==> config.mk <==
export PLATFORM = sky130hd
export DESIGN_NAME = timed_locked_session_controller_flat
export DESIGN_NICKNAME = d
export VERILOG_FILES = /design/src/rtl/tlsc_pkg.sv /design/src/rtl/tlsc_in_if.sv /design/src/rtl/tlsc_out_if.sv /design/src/rtl/timed_locked_session_controller.sv /design/src/flat_wrapper.sv
export SDC_FILE = /design/constraint.sdc
export NUM_CORES = 2
export LEC_CHECK = 0
export BUFFER_PORTS_ARGS = -buffer_cell sky130_fd_sc_hd__buf_2
export CAP_MARGIN = 15
export CORE_ASPECT_RATIO = 0.9
export CORE_UTILIZATION = 58
export DETAILED_ROUTE_END_ITERATION = 12
export GPL_ROUTABILITY_DRIVEN = 0
export PLACE_DENSITY = 0.82
export SETUP_SLACK_MARGIN = 0.1
export SLEW_MARGIN = 10
export SYNTH_ARGS = -nofsm -noshare
export SYNTH_HDL_FRONTEND = slang
export SYNTH_SLANG_ARGS = --single-unit
==> constraint.sdc <==
create_clock -name clk -period 10.5 [get_ports clk]
set_input_delay 2.625 -clock clk [delete_from_list [all_inputs] [get_ports clk]]
set_output_delay 2.625 -clock clk [all_outputs]
set_load 0.01 [all_outputs]
==> src/rtl/tlsc_pkg.sv <==
// tlsc_pkg: shared types, codes and constants of the timed locked session controller
// no dependencies; used by the top level, the assertion module, the checker and the testbench

package tlsc_pkg;

  localparam int unsigned CFG_AW = 4;

  // register indices (paddr[3:2])
  localparam logic [1:0] REG_LOCK_WAIT    = 2'd0;
  localparam logic [1:0] REG_UNLOCK_GRACE = 2'd1;
  localparam logic [1:0] REG_HANGUP_WAIT  = 2'd2;
  localparam logic [1:0] NUM_REGS         = 2'd3;

  localparam logic [31:0] LOCK_WAIT_RST    = 32'd60000;
  localparam logic [31:0] UNLOCK_GRACE_RST = 32'd30000;
  localparam logic [31:0] HANGUP_WAIT_RST  = 32'd10000;

  // item actions
  localparam logic [1:0] ACT_TICK  = 2'd0;
  localparam logic [1:0] ACT_START = 2'd1;
  localparam logic [1:0] ACT_STOP  = 2'd2;
  localparam logic [1:0] ACT_CALL  = 2'd3;

  // result events
  localparam logic [1:0] EV_NONE   = 2'd0;
  localparam logic [1:0] EV_REPORT = 2'd1;
  localparam logic [1:0] EV_CALL   = 2'd2;
  localparam logic [1:0] EV_HANGUP = 2'd3;

  // indicator bits
  localparam int unsigned IND_GREEN  = 0;
  localparam int unsigned IND_ORANGE = 1;
  localparam int unsigned IND_RED    = 2;
  localparam int unsigned IND_OUT    = 3;

  localparam logic [31:0] MS_PER_MIN = 32'd60000;

  // x / 60000 == ((x >> 5) * DIV_MAGIC) >> DIV_SHIFT, exact for 32-bit x
  localparam int unsigned DIV_PRESHIFT = 5;
  localparam int unsigned DIV_SHIFT    = 38;
  localparam logic [27:0] DIV_MAGIC    = 28'd146601551;
  localparam int unsigned DIV_XW       = 32 - DIV_PRESHIFT;
  localparam int unsigned DIV_PW       = DIV_XW + 28;

  typedef enum logic [4:0] {
    PH_IDLE      = 5'b00001,
    PH_WAIT_LOCK = 5'b00010,
    PH_WORKING   = 5'b00100,
    PH_WAIT_CALL = 5'b01000,
    PH_HANGUP    = 5'b10000
  } phase_t;

  // result before the minute division
  typedef struct packed {
    logic [3:0]  ind;
    logic        busy;
    logic [1:0]  ev;
    logic [31:0] div_x;
    logic        div_rep;
  } pre_res_t;

  typedef struct packed {
    logic        output_enable;
    logic        led_green;
    logic        led_orange;
    logic        led_red;
    logic        busy_res;
    logic [15:0] minutes_left;
    logic [1:0]  event_res;
    logic [16:0] event_minutes;
  } res_t;

endpackage

==> src/rtl/tlsc_in_if.sv <==
// tlsc_in_if: input channel of the session controller, valid/ready with item fields
// no dependencies

interface tlsc_in_if;
  logic        valid;
  logic        ready;
  logic [1:0]  action;
  logic        lock_closed;
  logic [15:0] duration_min;
  logic        report_mode;
  logic        call_failed;

  modport source (output valid, action, lock_closed, duration_min, report_mode,
                  call_failed, input ready);
  modport sink (input valid, action, lock_closed, duration_min, report_mode,
                call_failed, output ready);
endinterface

==> src/rtl/tlsc_out_if.sv <==
// tlsc_out_if: result channel of the session controller, valid/ready with result fields
// no dependencies

interface tlsc_out_if;
  logic        valid;
  logic        ready;
  logic        output_enable;
  logic        led_green;
  logic        led_orange;
  logic        led_red;
  logic        busy_res;
  logic [15:0] minutes_left;
  logic [1:0]  event_res;
  logic [16:0] event_minutes;

  modport source (output valid, output_enable, led_green, led_orange, led_red, busy_res,
                  minutes_left, event_res, event_minutes, input ready);
  modport sink (input valid, output_enable, led_green, led_orange, led_red, busy_res,
                minutes_left, event_res, event_minutes, output ready);
endinterface

==> src/rtl/timed_locked_session_controller.sv <==
// timed_locked_session_controller: session timer with lock supervision and call events
// depends on tlsc_pkg, tlsc_in_if, tlsc_out_if
// an accepted beat is registered in s1_r after the state update, then in out_r after the
// minute division by reciprocal multiply; throughput one beat per cycle unless the result port stalls
// in_ch.ready falls only while both result stages hold beats and out_ch.ready is low
// rst_n (synchronous, active low) clears the session state and restores register defaults

module timed_locked_session_controller
  import tlsc_pkg::*;
(
  input  logic              clk,
  input  logic              rst_n,
  tlsc_in_if.sink           in_ch,
  tlsc_out_if.source        out_ch,
  input  logic              psel,
  input  logic              penable,
  input  logic              pwrite,
  input  logic [CFG_AW-1:0] paddr,
  input  logic [31:0]       pwdata,
  output logic [31:0]       prdata,
  output logic              pready
);

  function automatic logic [31:0] sat_inc(input logic [31:0] v);
    return (&v) ? v : v + 32'd1;
  endfunction

  logic [31:0] lock_wait_r, unlock_grace_r, hangup_wait_r;

  phase_t      phase_r, phase_nxt;
  logic [31:0] pel_r, pel_nxt;
  logic [31:0] oel_r, oel_nxt;
  logic [15:0] smin_r, smin_nxt;
  logic        umode_r, umode_nxt;
  logic        stop_r, stop_nxt;
  logic        start_r, start_nxt;
  logic [3:0]  ind_r, ind_nxt;

  pre_res_t    pre_nxt, s1_r;
  logic        s1_v_r;
  res_t        res_nxt, out_r;
  logic        out_v_r;

  logic        in_acc, adv1, adv2, cfg_wr, go_on;
  logic [31:0] total;
  logic [DIV_PW-1:0] prod;
  logic [16:0] quot;

  // config port
  assign pready = 1'b1;
  assign cfg_wr = psel && penable && pwrite;

  always_ff @(posedge clk) begin
    if (!rst_n) begin
      lock_wait_r    <= LOCK_WAIT_RST;
      unlock_grace_r <= UNLOCK_GRACE_RST;
      hangup_wait_r  <= HANGUP_WAIT_RST;
    end else if (cfg_wr) begin
      case (paddr[CFG_AW-1:2])
        REG_LOCK_WAIT:    lock_wait_r    <= pwdata;
        REG_UNLOCK_GRACE: unlock_grace_r <= pwdata;
        REG_HANGUP_WAIT:  hangup_wait_r  <= pwdata;
        default: ;
      endcase
    end
  end

  always_comb begin
    case (paddr[CFG_AW-1:2])
      REG_LOCK_WAIT:    prdata = lock_wait_r;
      REG_UNLOCK_GRACE: prdata = unlock_grace_r;
      REG_HANGUP_WAIT:  prdata = hangup_wait_r;
      default:          prdata = '0;
    endcase
  end

  // handshake
  assign adv2        = !out_v_r || out_ch.ready;
  assign adv1        = !s1_v_r || adv2;
  assign in_ch.ready = adv1;
  assign in_acc      = in_ch.valid && adv1;

  // session update for one beat
  always_comb begin
    phase_nxt = phase_r;
    pel_nxt   = pel_r;
    oel_nxt   = oel_r;
    smin_nxt  = smin_r;
    umode_nxt = umode_r;
    stop_nxt  = stop_r;
    start_nxt = start_r;
    ind_nxt   = ind_r;
    go_on     = 1'b0;
    pre_nxt   = '0;

    case (in_ch.action)
      ACT_START: begin
        smin_nxt  = in_ch.duration_min;
        umode_nxt = in_ch.report_mode;
        if (phase_r == PH_IDLE) begin
          start_nxt          = 1'b1;
          stop_nxt           = 1'b0;
          ind_nxt[IND_GREEN] = 1'b1;
          pel_nxt            = '0;
          phase_nxt          = PH_WAIT_LOCK;
        end
      end
      ACT_STOP: begin
        if (phase_r inside {PH_WAIT_LOCK, PH_WORKING}) stop_nxt = 1'b1;
      end
      ACT_TICK: begin
        if (phase_r inside {PH_WAIT_LOCK, PH_WORKING, PH_HANGUP}) pel_nxt = sat_inc(pel_r);
        if (phase_r == PH_WORKING) oel_nxt = sat_inc(oel_r);
      end
      ACT_CALL: begin
        if (phase_r == PH_WAIT_CALL) begin
          if (in_ch.call_failed) begin
            phase_nxt = PH_IDLE;
            start_nxt = 1'b0;
            stop_nxt  = 1'b0;
            ind_nxt   = '0;
          end else begin
            phase_nxt = PH_HANGUP;
            pel_nxt   = '0;
          end
        end
      end
      default: ;
    endcase

    total = {16'd0, smin_nxt} * MS_PER_MIN;

    if (phase_nxt == PH_WAIT_LOCK) begin
      if (stop_nxt || pel_nxt >= lock_wait_r) begin
        phase_nxt = PH_IDLE;
        start_nxt = 1'b0;
        stop_nxt  = 1'b0;
        ind_nxt   = '0;
      end else if (in_ch.lock_closed) begin
        ind_nxt[IND_ORANGE] = 1'b1;
        phase_nxt           = PH_WORKING;
        pel_nxt             = '0;
        oel_nxt             = '0;
      end
    end

    if (phase_nxt == PH_WORKING) begin
      if (!stop_nxt) begin
        if (in_ch.lock_closed) begin
          ind_nxt[IND_OUT] = 1'b1;
          ind_nxt[IND_RED] = 1'b1;
          oel_nxt          = '0;
        end else begin
          ind_nxt[IND_OUT] = 1'b0;
        end
        go_on = (pel_nxt < total) && (oel_nxt < unlock_grace_r);
      end
      if (!go_on) begin
        ind_nxt = '0;
        if (stop_nxt) begin
          phase_nxt = PH_IDLE;
          start_nxt = 1'b0;
          stop_nxt  = 1'b0;
        end else if (umode_nxt) begin
          pre_nxt.ev      = EV_REPORT;
          pre_nxt.div_rep = 1'b1;
          pre_nxt.div_x   = (pel_nxt > unlock_grace_r) ? pel_nxt - unlock_grace_r : '0;
          phase_nxt       = PH_IDLE;
          start_nxt       = 1'b0;
          stop_nxt        = 1'b0;
        end else begin
          pre_nxt.ev = EV_CALL;
          phase_nxt  = PH_WAIT_CALL;
        end
      end
    end

    if (phase_nxt == PH_HANGUP && pel_nxt >= hangup_wait_r) begin
      pre_nxt.ev = EV_HANGUP;
      phase_nxt  = PH_IDLE;
      start_nxt  = 1'b0;
      stop_nxt   = 1'b0;
      ind_nxt    = '0;
    end

    if (phase_nxt inside {PH_WAIT_LOCK, PH_WORKING}) begin
      pre_nxt.div_x = (total > pel_nxt) ? total - pel_nxt : '0;
    end

    pre_nxt.ind  = ind_nxt;
    pre_nxt.busy = start_nxt;
  end

  always_ff @(posedge clk) begin
    if (!rst_n) begin
      phase_r <= PH_IDLE;
      pel_r   <= '0;
      oel_r   <= '0;
      smin_r  <= '0;
      umode_r <= 1'b0;
      stop_r  <= 1'b0;
      start_r <= 1'b0;
      ind_r   <= '0;
    end else if (in_acc) begin
      phase_r <= phase_nxt;
      pel_r   <= pel_nxt;
      oel_r   <= oel_nxt;
      smin_r  <= smin_nxt;
      umode_r <= umode_nxt;
      stop_r  <= stop_nxt;
      start_r <= start_nxt;
      ind_r   <= ind_nxt;
    end
  end

  // minute division
  assign prod = s1_r.div_x[31:DIV_PRESHIFT] * DIV_MAGIC;
  assign quot = prod[DIV_SHIFT +: 17];

  always_comb begin
    res_nxt.output_enable = s1_r.ind[IND_OUT];
    res_nxt.led_green     = s1_r.ind[IND_GREEN];
    res_nxt.led_orange    = s1_r.ind[IND_ORANGE];
    res_nxt.led_red       = s1_r.ind[IND_RED];
    res_nxt.busy_res      = s1_r.busy;
    res_nxt.event_res     = s1_r.ev;
    res_nxt.minutes_left  = s1_r.div_rep ? '0 : quot[15:0];
    res_nxt.event_minutes = s1_r.div_rep ? quot : '0;
  end

  always_ff @(posedge clk) begin
    if (!rst_n) begin
      s1_v_r  <= 1'b0;
      out_v_r <= 1'b0;
    end else begin
      if (adv1) s1_v_r <= in_acc;
      if (adv2) out_v_r <= s1_v_r;
    end
  end

  always_ff @(posedge clk) begin
    if (in_acc) s1_r <= pre_nxt;
    if (adv2 && s1_v_r) out_r <= res_nxt;
  end

  assign out_ch.valid         = out_v_r;
  assign out_ch.output_enable = out_r.output_enable;
  assign out_ch.led_green     = out_r.led_green;
  assign out_ch.led_orange    = out_r.led_orange;
  assign out_ch.led_red       = out_r.led_red;
  assign out_ch.busy_res      = out_r.busy_res;
  assign out_ch.minutes_left  = out_r.minutes_left;
  assign out_ch.event_res     = out_r.event_res;
  assign out_ch.event_minutes = out_r.event_minutes;

endmodule

==> src/flat_wrapper.sv <==
// flat-port wrapper written by rule: the top's interface ports become plain ports
module timed_locked_session_controller_flat import tlsc_pkg::*;
  (clk, rst_n, psel, penable, pwrite, paddr, pwdata, prdata, pready, in_ch_valid, in_ch_action, in_ch_lock_closed, in_ch_duration_min, in_ch_report_mode, in_ch_call_failed, in_ch_ready, out_ch_valid, out_ch_output_enable, out_ch_led_green, out_ch_led_orange, out_ch_led_red, out_ch_busy_res, out_ch_minutes_left, out_ch_event_res, out_ch_event_minutes, out_ch_ready);
  tlsc_in_if in_ch_i ();
  tlsc_out_if out_ch_i ();
  input  logic clk;
  input  logic rst_n;
  input  logic psel;
  input  logic penable;
  input  logic pwrite;
  input  logic [CFG_AW-1:0] paddr;
  input  logic [31:0] pwdata;
  output logic [31:0] prdata;
  output logic pready;
  input wire logic [$bits(in_ch_i.valid)-1:0] in_ch_valid;
  input wire logic [$bits(in_ch_i.action)-1:0] in_ch_action;
  input wire logic [$bits(in_ch_i.lock_closed)-1:0] in_ch_lock_closed;
  input wire logic [$bits(in_ch_i.duration_min)-1:0] in_ch_duration_min;
  input wire logic [$bits(in_ch_i.report_mode)-1:0] in_ch_report_mode;
  input wire logic [$bits(in_ch_i.call_failed)-1:0] in_ch_call_failed;
  output wire logic [$bits(in_ch_i.ready)-1:0] in_ch_ready;
  output wire logic [$bits(out_ch_i.valid)-1:0] out_ch_valid;
  output wire logic [$bits(out_ch_i.output_enable)-1:0] out_ch_output_enable;
  output wire logic [$bits(out_ch_i.led_green)-1:0] out_ch_led_green;
  output wire logic [$bits(out_ch_i.led_orange)-1:0] out_ch_led_orange;
  output wire logic [$bits(out_ch_i.led_red)-1:0] out_ch_led_red;
  output wire logic [$bits(out_ch_i.busy_res)-1:0] out_ch_busy_res;
  output wire logic [$bits(out_ch_i.minutes_left)-1:0] out_ch_minutes_left;
  output wire logic [$bits(out_ch_i.event_res)-1:0] out_ch_event_res;
  output wire logic [$bits(out_ch_i.event_minutes)-1:0] out_ch_event_minutes;
  input wire logic [$bits(out_ch_i.ready)-1:0] out_ch_ready;
  assign in_ch_i.valid = in_ch_valid;
  assign in_ch_i.action = in_ch_action;
  assign in_ch_i.lock_closed = in_ch_lock_closed;
  assign in_ch_i.duration_min = in_ch_duration_min;
  assign in_ch_i.report_mode = in_ch_report_mode;
  assign in_ch_i.call_failed = in_ch_call_failed;
  assign in_ch_ready = in_ch_i.ready;
  assign out_ch_valid = out_ch_i.valid;
  assign out_ch_output_enable = out_ch_i.output_enable;
  assign out_ch_led_green = out_ch_i.led_green;
  assign out_ch_led_orange = out_ch_i.led_orange;
  assign out_ch_led_red = out_ch_i.led_red;
  assign out_ch_busy_res = out_ch_i.busy_res;
  assign out_ch_minutes_left = out_ch_i.minutes_left;
  assign out_ch_event_res = out_ch_i.event_res;
  assign out_ch_event_minutes = out_ch_i.event_minutes;
  assign out_ch_i.ready = out_ch_ready;
  timed_locked_session_controller u_core (.clk(clk), .rst_n(rst_n), .in_ch(in_ch_i), .out_ch(out_ch_i), .psel(psel), .penable(penable), .pwrite(pwrite), .paddr(paddr), .pwdata(pwdata), .prdata(prdata), .pready(pready));
endmodule
======== Word level (Yosys, flattened, before mapping) ========
Cells that the tools add are included.
cells by class
  muxes and demuxes ....................... 82
  $lt $le $gt $ge ......................... 6
  multiply operators ...................... 2
  equal/unequal tests ..................... 15
  bitwise gates (word level) .............. 1
  add/subtract/negate cells ............... 4
  reduce and logical (&&, ||, !) cells .... 22
operator list
  cell                    number
  $mux 32                 22
  $pmux 32 s3             2
  $mux 35                 3
  $add 32x1->32 const B   2
  $ge 32x32->1            2
  $gt 32x32->1            2
  $lt 32x32->1            2
  $reduce_and 32->1       2
  $sub 32x32->32          2
  $mul 27x28->55 const B  1
  $mux 5                  10
  $mux 33                 1
  $mux 1                  28
  $mux 4                  7
  $mul 16x11->27 const B  1
  $mux 16                 1
  $eq 5x2->1 const B      3
  $eq 5x3->1 const B      3
  $eq 5x5->1 const B      2
  $pmux 5 s2              1
  $eq 2x2->1 const B      3
  $logic_and 1x1->1       6
  $mux 2                  3
  $reduce_and 2->1        3
  13 further kinds        20
storage, ports and cells
  bits of input ports ..................... 64
  output and inout port bits .............. 75
  register bits ........................... 270

======== Depth between registers and ports, before layout ========
  depth in word-level cells ............... 23
  mapped depth ............................ 40
  depth with buffers taken out ............ 37

======== Worst setup path after synthesis ========
Ideal clock, no wire load.
  kind .................................... input to register
  from .................................... in in_ch_action[0]
  to ...................................... reg u_core.s1_r[26] in the netlist's numbering (data pin)
  library setup time ...................... 0.169 ns
  stages on the path ...................... 38
  arrival time ............................ 11.043 ns
  buffers on the path ..................... 4
  setup slack ............................. -0.713 ns
  data required time ...................... 10.331 ns
  path through ............................ nor2b_1 -> buf_1 -> clkbuf_1 -> mux2i_1 -> inv_1 -> fa_1 -> inv_1 -> fa_1 -> inv_1 -> fa_1 -> inv_1 -> fa_1 -> inv_1 -> fa_1 -> ha_1 -> and2_1 -> o21ai_0 -> o21ai_0 -> (+2 left out) -> o21ai_0 -> a21boi_0 -> ha_1 -> clkbuf_1 -> a21o_1 -> a21o_1 -> a21oi_1 -> o21ai_0 -> a221oi_1 -> o21ai_0 -> a21oi_1 -> a211oi_1 -> nand2b_4 -> or3b_4 -> nor2_8 -> buf_4 -> nand2_1 -> o31ai_1
RTL lines
  what                    RTL line                                RTL
  start: declaration      flat_wrapper.sv:16                      input wire logic [$bits(in_ch_i.action)-1:0] in_ch_action;
  end signal: assignment  timed_locked_session_controller.sv:242  if (in_acc) s1_r <= pre_nxt;
  end: declaration        timed_locked_session_controller.sv:39   pre_res_t pre_nxt, s1_r;

======== Worst setup path after layout ========
  from .................................... in in_ch_action[1]
  to ...................................... reg u_core.phase_r[0]
on the way
  elaborated cells between the ends (all ways) .. 42
RTL lines
  what                    RTL line                                RTL
  $eq 2x1->1 (*)          timed_locked_session_controller.sv:96   case (in_ch.action)
  $mux 16 (*)             timed_locked_session_controller.sv:96
  via u_core.smin_nxt[0]  timed_locked_session_controller.sv:33   logic [15:0] smin_r, smin_nxt;
  $mul 16x11->27 (*)      timed_locked_session_controller.sv:131  total = {16'd0, smin_nxt} * MS_PER_MIN;
  $lt 32x32->1 (*)        timed_locked_session_controller.sv:156  go_on = (pel_nxt < total) && (oel_nxt < unlock_grace_r);
  $logic_and 1x1->1 (*)   timed_locked_session_controller.sv:156
  $mux 1 (*)              timed_locked_session_controller.sv:148  if (!stop_nxt) begin
  $mux 1 (*)              timed_locked_session_controller.sv:147  if (phase_nxt == PH_WORKING) begin
  $mux 5 (*)              timed_locked_session_controller.sv:158  if (!go_on) begin
  $mux 5 (*)              timed_locked_session_controller.sv:147
  $eq 5x5->1              timed_locked_session_controller.sv:178  if (phase_nxt == PH_HANGUP && pel_nxt >= hangup_wait_r) begin
  $logic_and 1x1->1       timed_locked_session_controller.sv:178
  $mux 5 (*)              timed_locked_session_controller.sv:178
  end signal: assignment  timed_locked_session_controller.sv:205  phase_r <= phase_nxt;
  end: declaration        timed_locked_session_controller.sv:30   phase_t phase_r, phase_nxt;
The timed path passes the listed nets; every way through them passes the cells marked *. The select of a mux whose other input is x is not followed.
A chain may end at the register's enable or synchronous reset.

==> results.yml <==
setup_path:
  critPathArrivalTime_ns: 10.69
  cp_max_fo: 5
  critPathMostFrequentCell: "fa_1"
  rr_worst_depth: 32
  r2r_start: "u_core.pel_r[5]$_SDFFE_PN0P_"
  startpoint: "in_ch_action[1]"
  crit_end: "u_core.phase_r[0]$_SDFFE_PN1P_"
  cp-end-kind: "flop"
  crit_type: "input port to flop"
  reg2reg_to: "u_core.s1_r[32]$_DFFE_PP_"
  cp-start-kind: "input port"
  cp.depth: 37
  cpPeakStageDelay_ns: 0.57
  path_buf_inv: 9
  critPathSlowestCell: "fa_1"
  crit_required_ns: 10.98
  crit_family: "adder cells"
  regToRegSetupSlack_ns: 1.78
hold_path:
  hp-class: "flop to flop"
placed_design:
  placed_cells: 4581
  dpl.hpwl_um: 72700
  port_buffers: 135
clocking:
  cts-root-buf: "clkbuf_16"
  clk_pin_slew_ns: 0.07
  cts_buffers: 30
  cts_tree: "built"
  insertion_delay_ns: 0.65
  cts_htree_levels: 1
  cts_buffer_depth: 3
  cts.sinks: 265
die:
  initial_core_util_pct: 58.5
  coreArea_um2: 55600
  die_width_um: 252
  io_pins: 139
  die_h_um: 227
  rows: 82
  dieArea_um2: 57100
outcome:
  run_status: "completed"
global_route:
  use_met3_pct: 6.34
  grtUsageTotal_pct: 31.9
  grt_max_degree: 85
  grt_util_met1_pct: 39.8
  antenna_found_initial: 1
  grt_pass1_wl_um: 142000
  grt_pass1_vias: 26920
  use_met2_pct: 52.1
  grt_remaining_overflow: 0
  top_usage_layer: "met2"
synth:
  ys_seq_area_share_pct: 18.6
  synth_edf_count: 75
  syn_avg_cell_area_um2: 8.79
  ys_types: 86
  synthArstFlopShare_pct: 0
  ys_ff_latch: 265
  syn_inst: 3705
  synthFlopType: "dfxtp_1"
  synthesis.nets: 4622
  syn_area_um2: 32600
  ys.warnings.count: 0
finish:
  final_cell_mix: "inv_1 (664), ha_1 (495), nand2_1 (412)"
  regArea_um2: 6060
  layout.nets: 4776
  nFillCells: 4428
  syn_to_final_growth_pct: 9.87
  n_antenna_cell: 0
  multiInputGateArea_um2: 23700
  drive_gt1_share_pct: 9.35
  fin_cells: 4639
  final_common_cell: "inv_1"
routing:
  dr.pass1.iters: 8
  antenna_left: 0
  vias_per_cell: 5.84
  drt-total-wl_um: 90600
  vias: 27069
  wire_per_inst_um: 19.5
  route.detailed.drc: 0
  drt_iter0_markers: 2447
timing:
  relSlewSlack_pct: 20.4
  setup_violations: 0
  rsz0062_at_grt: "no"
  period_minus_slack_ns: 10.22
  tightestPinTransition_ns: 1.19
  fin_worst_skew_ns: 0.0719
  max_freq_ghz: 0.0979
  finalCritPeriodShare_pct: 97.3
  report.final.slew_viol_count: 0
  hold_viol_final: 0
job:
  max-cap-violations: 0
## synth_stat cells (all sizes together), types with 25 or more instances
cell type    n  area [µm²]
dfxtp      190        3800
and2        38         238
nand2      413        1550
ha         496        6210
nor2b       30         188
mux2i       48         480
nand4       42         288
o211ai      25         188
nor3        40         200
xnor2       70         613
a21o        60         450
nand3       49         245
inv        668        2510
edfxtp      75        2250
xor2        38         333
and3        33         208
nor2       200         772
a21oi      268        1350
o21ai      177         890
clkbuf      96         360
fa         357        7150
## repair_timing
| item | CTS | global route |
|---|---|---|
| hold buffers | 0 | 0 |
| pin swaps | 0 | 3 |
| gates resized for setup | 1 | 14 |
| endpoints found under the setup margin | 1 | 38 |
| buffers inserted | 0 | 1 |
## worst register-to-register path: cells and delay by family (launching register included)
family                   cells  cell delay [ns]
buffers and inverters        1             0.16
adder cells (fa/ha/maj)      2             0.46
flip-flops                   1             0.45
AO/OA/AOI/OAI               16             4.12
AND/OR/NAND/NOR             13             3.23
## through the flow
| stage | TNS [ns] | util (%) | area (µm²) | setup slack [ns] | hold WS (ns) |
|---|---|---|---|---|---|
| CTS | 0 | 64.2 | 35700 | 0.172 | 0.429 |
| global placement | -3.60 | 62.2 | 34600 | -0.179 | 0.408 |
| floorplan | 0 | - | 32600 | 0.131 | 0.400 |
| detailed placement | -14.29 | 62.2 | 34600 | -0.483 | 0.414 |
| global route | 0 | 64.3 | 35800 | 0.0294 | 0.437 |
| finish | 0 | 64.3 | 35800 | 0.284 | 0.429 |
## layer usage
layer | up-vias | wire length, µm
met5 | - | 13
met4 | 2 | 5640
met3 | 336 | 8450
met2 | 1329 | 41600
met1 | 12840 | 34900
li1 | 12562 | -
## state kept, by name (all words and copies together), names as in the netlist, 2 cells and up
signal                       flops
u_core.pel_r                    32
u_core.unlock_grace_r           32
u_core.oel_r                    32
u_core.lock_wait_r              32
u_core.hangup_wait_r            32
u_core.out_ch.minutes_left      16
u_core.s1_r                     28
u_core.out_ch.event_minutes     17
u_core.res_nxt                   7
u_core.out_ch.event_res          2
u_core.ind_r                     4
u_core.phase_r                   5
u_core.smin_r                   16
## worst min-delay path by stage
stage,start,endpoint,slack (ns),depth (start not counted)
floorplan,u_core.res_nxt[35]$_DFFE_PP_,u_core.out_ch.busy_res$_DFFE_PP_,0.40,0
global placement,u_core.res_nxt[35]$_DFFE_PP_,u_core.out_ch.busy_res$_DFFE_PP_,0.41,0
detailed placement,u_core.res_nxt[38]$_DFFE_PP_,u_core.out_ch.led_green$_DFFE_PP_,0.41,0
CTS,u_core.res_nxt[38]$_DFFE_PP_,u_core.out_ch.led_green$_DFFE_PP_,0.43,0
global route,u_core.res_nxt[38]$_DFFE_PP_,u_core.out_ch.led_green$_DFFE_PP_,0.44,0
finish,u_core.res_nxt[35]$_DFFE_PP_,u_core.out_ch.busy_res$_DFFE_PP_,0.43,0
## final cells by class
class	instances	area share [%]
clock inverters	15	0.693
flip-flops and latches	265	16.9
clock buffers	41	2.40
repair buffers	233	4.09
inverters	669	7.03
multi-input cells	2660	66.2
well taps	756	2.64
## cell families after synthesis
family | Yosys count | synth area share, %
AO/OA/AOI/OAI | 683 | 12.7
XOR/XNOR | 108 | 2.91
adder cells (fa/ha/maj) | 853 | 41.0
buffers and inverters | 780 | 9.05
flip-flops | 265 | 18.6
multiplexers | 56 | 1.75
other | 1 | 0.0115
AND/OR/NAND/NOR | 959 | 14.0
Power is left out: the tool's default activity adds up to more than one toggle a clock period on the data nets, which glitch-free logic cannot reach.
